--- src/sv/goldilocks_field_alu_unit_assert.svh ---
// Assertion macros shared by the Goldilocks field unit.
`ifndef GOLDILOCKS_FIELD_ALU_UNIT_ASSERT_SVH
`define GOLDILOCKS_FIELD_ALU_UNIT_ASSERT_SVH

// Same-cycle implication, disabled while reset is applied.
`define GFA_ASSERT_NOW(label, ante, cons, msg) \
	label: assert property (@(posedge clk) disable iff (!arst_n) (ante) |-> (cons)) \
		else $error(msg);

// Next-cycle implication, disabled while reset is applied.
`define GFA_ASSERT_NEXT(label, ante, cons, msg) \
	label: assert property (@(posedge clk) disable iff (!arst_n) (ante) |=> (cons)) \
		else $error(msg);

`endif

--- src/sv/gfa_pkg.sv ---
// Shared types and constants for the Goldilocks field unit.
`timescale 1ns / 1ps

package gfa_pkg;

	localparam int WORD_W = 64;
	localparam int HALF_W = 32;

	localparam logic [WORD_W-1:0] EPSILON = 64'h0000_0000_FFFF_FFFF;
	localparam logic [WORD_W-1:0] PRIME   = 64'hFFFF_FFFF_0000_0001;

	typedef logic [WORD_W-1:0] word_t;
	typedef logic [HALF_W-1:0] half_t;

	typedef enum logic [2:0] {
		OP_ADD   = 3'd0,
		OP_SUB   = 3'd1,
		OP_NEG   = 3'd2,
		OP_MUL   = 3'd3,
		OP_CANON = 3'd4
	} op_t;

	// Load enables of the three internal pipeline registers.
	typedef struct packed {
		logic s1;
		logic s2;
		logic s3;
	} adv_t;

endpackage

--- src/sv/gfa_misc_pipe.sv ---
// Three-stage pipeline for add, subtract, negate and canonicalise.
`timescale 1ns / 1ps

module gfa_misc_pipe (
	input  logic           clk,
	input  gfa_pkg::adv_t  adv,
	input  gfa_pkg::word_t a,
	input  gfa_pkg::word_t b,
	input  gfa_pkg::op_t   op_s2,
	output gfa_pkg::word_t result_s3
);

	logic [gfa_pkg::WORD_W:0] sum_s1, diff_s1;
	gfa_pkg::word_t           canon_s1;
	logic                     zero_s1;

	gfa_pkg::word_t add_s2, sub_s2, neg_s2, canon_s2;
	logic           add_c_s2, sub_b_s2;

	logic [gfa_pkg::WORD_W:0] canon_raw;
	logic [gfa_pkg::WORD_W:0] add_fold;
	logic [gfa_pkg::WORD_W:0] sub_fold;

	// Stage 1: raw sum and difference, and the canonical form of a.
	assign canon_raw = {1'b0, a} - {1'b0, gfa_pkg::PRIME};

	always_ff @(posedge clk) begin
		if (adv.s1) begin
			sum_s1   <= {1'b0, a} + {1'b0, b};
			diff_s1  <= {1'b0, a} - {1'b0, b};
			canon_s1 <= canon_raw[64] ? a : canon_raw[63:0];
			zero_s1  <= (a == '0);
		end
	end

	// Stage 2: first carry or borrow fold, and the negation.
	always_comb begin
		add_fold = {1'b0, sum_s1[63:0]} + {1'b0, gfa_pkg::EPSILON};
		sub_fold = {1'b0, diff_s1[63:0]} - {1'b0, gfa_pkg::EPSILON};
	end

	always_ff @(posedge clk) begin
		if (adv.s2) begin
			add_s2   <= sum_s1[64] ? add_fold[63:0] : sum_s1[63:0];
			add_c_s2 <= sum_s1[64] & add_fold[64];
			sub_s2   <= diff_s1[64] ? sub_fold[63:0] : diff_s1[63:0];
			sub_b_s2 <= diff_s1[64] & sub_fold[64];
			neg_s2   <= zero_s1 ? '0 : gfa_pkg::PRIME - canon_s1;
			canon_s2 <= canon_s1;
		end
	end

	// Stage 3: second fold and selection by operation.
	always_ff @(posedge clk) begin
		if (adv.s3) begin
			unique case (op_s2)
				gfa_pkg::OP_ADD: begin
					result_s3 <= add_c_s2 ? add_s2 + gfa_pkg::EPSILON : add_s2;
				end
				gfa_pkg::OP_SUB: begin
					result_s3 <= sub_b_s2 ? sub_s2 - gfa_pkg::EPSILON : sub_s2;
				end
				gfa_pkg::OP_NEG:   result_s3 <= neg_s2;
				gfa_pkg::OP_CANON: result_s3 <= canon_s2;
				default:           result_s3 <= '0;
			endcase
		end
	end

endmodule

--- config.mk ---
export PLATFORM = sky130hd
export DESIGN_NAME = gfa_misc_pipe
export DESIGN_NICKNAME = d
export VERILOG_FILES = /design/src/sv/goldilocks_field_alu_unit_assert.svh /design/src/sv/gfa_pkg.sv /design/src/sv/gfa_misc_pipe.sv
export SDC_FILE = /design/constraint.sdc
export NUM_CORES = 1
export LEC_CHECK = 0
export BUFFER_PORTS_ARGS = -buffer_cell sky130_fd_sc_hd__buf_4
export CAP_MARGIN = 25
export CORE_ASPECT_RATIO = 1.75
export CORE_MARGIN = 3
export CORE_UTILIZATION = 60
export DETAILED_ROUTE_END_ITERATION = 12
export PLACE_DENSITY = 0.87
export SLEW_MARGIN = 20
export SYNTH_ARGS = -nofsm -noshare
export SYNTH_HDL_FRONTEND = slang
export SYNTH_SLANG_ARGS = --single-unit
--- constraint.sdc ---
create_clock -name clk -period 8.7 [get_ports clk]
set_clock_uncertainty 0.05 [all_clocks]
set_input_delay 0.87 -clock clk [delete_from_list [all_inputs] [get_ports clk]]
set_output_delay 0.87 -clock clk [all_outputs]
set_load 0.01 [all_outputs]
# Word level (Yosys, flattened, before mapping)
# Cells that the tools add are included.
[totals] register_bits=517 output_inout_bits=64 wordCells=32
[op_classes] add_sub_neg=8 n_eq_ne=3 mux=6 bitwise=2 n_reduce_logical=2
[ops] operator="two-way mux 64 bit" count=5
[ops] operator="case mux 64 bit (4 select lines)" count=1
[ops] operator="adder 64 x 32 -> 65 bit (second input constant)" count=1
[ops] operator="adder 64 x 64 -> 65 bit" count=1
[ops] operator="subtractor 64 x 32 -> 65 bit (second input constant)" count=1
[ops] operator="subtractor 64 x 64 -> 65 bit" count=1
[ops] operator="subtractor 64 x 64 -> 65 bit (second input constant)" count=1
[ops] operator="adder 64 x 32 -> 64 bit (second input constant)" count=1
[ops] operator="logical NOT 64 bit" count=1
[ops] operator="subtractor 64 x 32 -> 64 bit (second input constant)" count=1
[ops] operator="subtractor 64 bit (first input constant)" count=1
[ops] operator="equality test 3 x 1 -> 1 bit (second input constant)" count=1
[ops] operator="equality test 3 x 2 -> 1 bit (second input constant)" count=1
[ops] operator="equality test 3 bit (second input constant)" count=1
[ops] operator="logical NOT 3 bit" count=1
[ops] operator="bitwise AND 1 bit" count=2

# Logic depth before layout (Yosys ltp)
[logic_depth] word_depth=3 mapped_depth=14 depth_no_buf=13

# Least setup slack after synthesis
# OpenSTA, ideal clock, no wires.
[synth_path] path_kind="input port to flip-flop" start="input port a[0]" end="register diff_s1[64] (netlist name) (data pin)" setup_time_ps=264 t_arrival_ps=3592 required_time_ps=8386 path_slack_ps=4794 path_stages=13 path_buffers=0 path_cell_list="inv_1 -> ha_1 -> fa_1 -> and2b_1 -> o2111ai_1 -> a211oi_1 -> o2111ai_1 -> a21oi_1 -> a211oi_2 -> o31ai_2 -> a41oi_1 -> o21ai_1 -> a21oi_1"
[synth_between] elab_chain_len=1
[synth_lines] item="from (decl)" line_no="gfa_misc_pipe.sv:7" rtl="input gfa_pkg::word_t a,"
[synth_lines] item="subtractor 64 x 64 -> 65 bit" line_no="gfa_misc_pipe.sv:30" rtl="diff_s1 <= {1'b0, a} - {1'b0, b};"
[synth_lines] item="to (signal assigned)" line_no="gfa_misc_pipe.sv:30"
[synth_lines] item="to (decl)" line_no="gfa_misc_pipe.sv:13" rtl="logic [gfa_pkg::WORD_W:0] sum_s1, diff_s1;"
# No other way between the ends.
# A chain may end at the register's enable or synchronous reset.

# Worst setup path after layout
# Same ends and word-level chain as after synthesis.

==> flow_summary.json <==
{
  "cp.required_ns": 8.95,
  "mappedNetlistNets": 3372,
  "rows": 111,
  "holdBufCountCts": 0,
  "root_buffer": "clkbuf_16",
  "synth_cell_types": 88,
  "clockPowerShare_pct": 29.5,
  "n_fill_cell": 4023,
  "yosysWarnings": 0,
  "ioPinCount": 199,
  "cts.path.max_buffers": 3,
  "cap_viol_max_count": 0,
  "rsz0062_at_grt": "no",
  "whs_path_depth": 0,
  "finalSetupTns_ns": 0,
  "switching_share_pct": 28.87,
  "power_frac_comb_pct": 18.7,
  "setup_violations": 0,
  "async_reset_ff_share_pct": 0,
  "intPower_mw": 4.632,
  "dieArea_um2": 56120,
  "cts_tree": "done",
  "hp-class": "reg -> reg",
  "max_stage_delay_ns": 0.48,
  "postSynthAreaPerCell_um2": 10.29,
  "cp_cell_sequence": "buf_4, inv_1, ha_1, fa_1, and2b_1, o2111ai_1, a211oi_1, o2111ai_1, a21oi_1, a211oi_2, o31ai_2, a41oi_1, o21ai_1, a21oi_1",
  "cpMaxStageDelayCell": "o31ai_2",
  "vias": 25440,
  "outcome": "finished, final reports clean",
  "layout_worst_path_cycle_share_pct": 49.35,
  "power_density_nw_per_um2": 184.3,
  "p_seq_share_pct": 51.8,
  "synthTopCellsByArea": "edfxtp_1 49%, xnor2_1 7.8%, ha_1 5.3%",
  "reg2regPathDepth": 9,
  "finalHoldViolCount": 0,
  "slew_violations": 0,
  "synth_edf_count": 516,
  "routabilityCongestion": 1.013,
  "r2r-end": "result_s3[61]",
  "clk_pin_slew_ns": 0.07,
  "synth_mux_area_share_pct": 0.1646,
  "numCtsBuffers": 42,
  "layout_common_cells": "516 x edfxtp_1, 293 x nor2_1, 283 x xnor2_1",
  "gr-usage-all-layers_pct": 31.46,
  "worstSetupPathType": "in -> reg",
  "placed_area_um2": 33920,
  "place_hpwl_um": 72160,
  "cp-start-kind": "input port",
  "grt_pass1_vias": 24740,
  "synth_compound_area_share_pct": 12.21,
  "final_nets": 3512,
  "crit_arrival_ns": 4.54,
  "layout_min_cycle_time_ns": 4.294,
  "htreeDepth": 2,
  "synth_area_um2": 31920,
  "initial_core_util_pct": 60.81,
  "reg2reg_from": "add_s2[8]",
  "yosysTopAreaCellShare_pct": 48.54,
  "grt_overflow": 0,
  "n_antenna_cell": 0,
  "p_leak_nw": 12.96,
  "synth-xor-area-share_pct": 12.29,
  "antenna_found_initial": 2,
  "fmax_mhz": 232.9,
  "syn-instance-count": 3101,
  "first_pass_iters": 9,
  "port_buffers": 198,
  "vdd_drop_max_mv": 0.1504,
  "cp_max_fo": 4,
  "regArea_um2": 15490,
  "drive_above_1_share_pct": 10.17,
  "multi_input_area_um2": 15370,
  "regToRegSetupSlack_ns": 4.77,
  "cts_resized": 0,
  "drt_iter0_markers": 3119,
  "grt_pass1_wl_um": 139300,
  "hp-start": "canon_s1[54]",
  "ys_seq_area_share_pct": 48.54,
  "post_drt_wl_per_cell_um": 23.11,
  "post_cts_buffers": 0,
  "final_common_cell": "edfxtp_1",
  "post-synth-top-area-cell": "edfxtp_1",
  "die_h_um": 311.1,
  "insertion_delay_ns": 0.56,
  "drcViolationCount": 0,
  "worstHoldEndpoint": "canon_s2[54]",
  "grt_max_degree": 101,
  "die_w_um": 180.4,
  "synth_simple_gate_area_share_pct": 18.06,
  "fin_total_pwr_mw": 6.512,
  "synth_top_family_by_area": "simple AND/OR/NAND/NOR gates",
  "routed_via_density": 6.439,
  "synthAdderAreaFrac_pct": 5.377,
  "wirelength_um": 91290,
  "numClockSinks": 516,
  "ys_ff_latch": 516,
  "core_um2": 52500,
  "synth_ff_type": "edfxtp_1",
  "antenna_left": 0,
  "final_area_um2": 35320,
  "power.switching_mw": 1.880,
  "area_delta_synth_final_pct": 10.65,
  "relSlewSlack_pct": 21.90,
  "cp-end-kind": "register",
  "tightest_slew_ns": 1.161
}
==> worst max-delay path, delay by kind of cell <==
| kind | cells | cell delay (ns) |
|---|---|---|
| buffers and inverters | 2 | 0.16 |
| AND/OR/NAND/NOR | 1 | 0.24 |
| adder cells (fa/ha/maj) | 2 | 0.64 |
| AO/OA/AOI/OAI | 9 | 2.63 |
==> sequential cells by signal (all words and copies together) (netlist names) <==
signal     count
add_c_s2       1
add_s2        64
canon_s1      64
canon_s2      64
diff_s1       65
neg_s2        64
result_s3     64
sub_b_s2       1
sub_s2        64
sum_s1        64
zero_s1        1
==> per-stage QoR <==
step	util (%)	instances	hold WS (ns)	setup WS (ns)
after floorplan	-	3101	0.3744	4.794
after global placement	64.62	3875	0.4262	4.047
after detailed placement	64.62	3875	0.4371	3.948
after CTS	67.28	3951	0.4537	4.518
after global routing	67.29	3951	0.4734	4.255
final	67.29	3951	0.4571	4.406
==> how the worst max path moves through the flow <==
stage          startpoint          end  slack (ns)  depth (start not counted)
6_report             a[0]  diff_s1[64]        4.41                         14
5_1_grt              a[2]   sum_s1[60]        4.25                         12
4_1_cts              a[0]  diff_s1[64]        4.52                         14
3_5_place_dp         a[0]  diff_s1[64]        3.95                         14
3_3_place_gp         a[0]  diff_s1[64]        4.05                         14
2_1_floorplan        a[0]  diff_s1[64]        4.79                         13
==> layout make-up <==
type                    instances  share of cell area, %
clock buffers                  48                  3.099
well taps                     678                  2.402
flip-flops and latches        516                  43.87
inverters                     160                  1.700
clock inverters                28                 0.8501
repair buffers                213                  4.559
multi-input cells            2308                  43.52
==> cells in the mapped netlist (7+ instances only) <==
master    count
nand3_1     114
or3_1        32
nand2b_1     25
xnor2_1     283
nor3_1       95
or2_2        10
o211ai_1     10
and2_1       31
o31ai_1      30
inv_1       156
o21ai_0     130
a211oi_1      9
o22ai_1       7
o41ai_1       7
a221oi_1     12
a21o_1       32
o21a_1       13
o21bai_1     42
a31oi_1      17
xor2_1      165
a222oi_1     32
nand3b_1      7
nor4_1       79
buf_1         9
clkbuf_1     94
buf_2         8
a21oi_1     186
and3_1       39
nand4_1      78
edfxtp_1    516
nand2_1     199
and4_1       14
nor2b_1      45
ha_1        134
or4_1        15
nor2_1      293
==> power groups by stage <==
stage / Combinational, mW / Clock, mW / Sequential, mW
after floorplan: 0.755 / 0 / 3.33
after global placement: 1.18 / 0 / 3.40
after detailed placement: 1.19 / 0 / 3.41
after CTS: 1.20 / 1.93 / 3.36
after global routing: 1.32 / 2.03 / 3.40
final: 1.22 / 1.92 / 3.37
==> cell families (layout without fill, tap and decap cells) <==
group                      count (synthesis)  in the layout
AOI/OAI and AO/OA                        600            600
xor gates and xnor gates                 448            448
adders and majority gates                136            136
buffers and inverters                    277            449
DFF                                      516            516
muxes                                      5              5
and+or+nand+nor                         1119           1119
==> routing by layer <==
layer | GRT usage (%) | up-vias | share of wire, %
li1 | - | 11660 | -
met1 | 40.67 | 12080 | 39
met2 | 53.58 | 1444 | 49
met3 | 2.749 | 264 | 7.2
met4 | 15.17 | 0 | 5.5
met5 | 0 | - | 0
No activity file was read; power rests on OpenSTA's default activity.
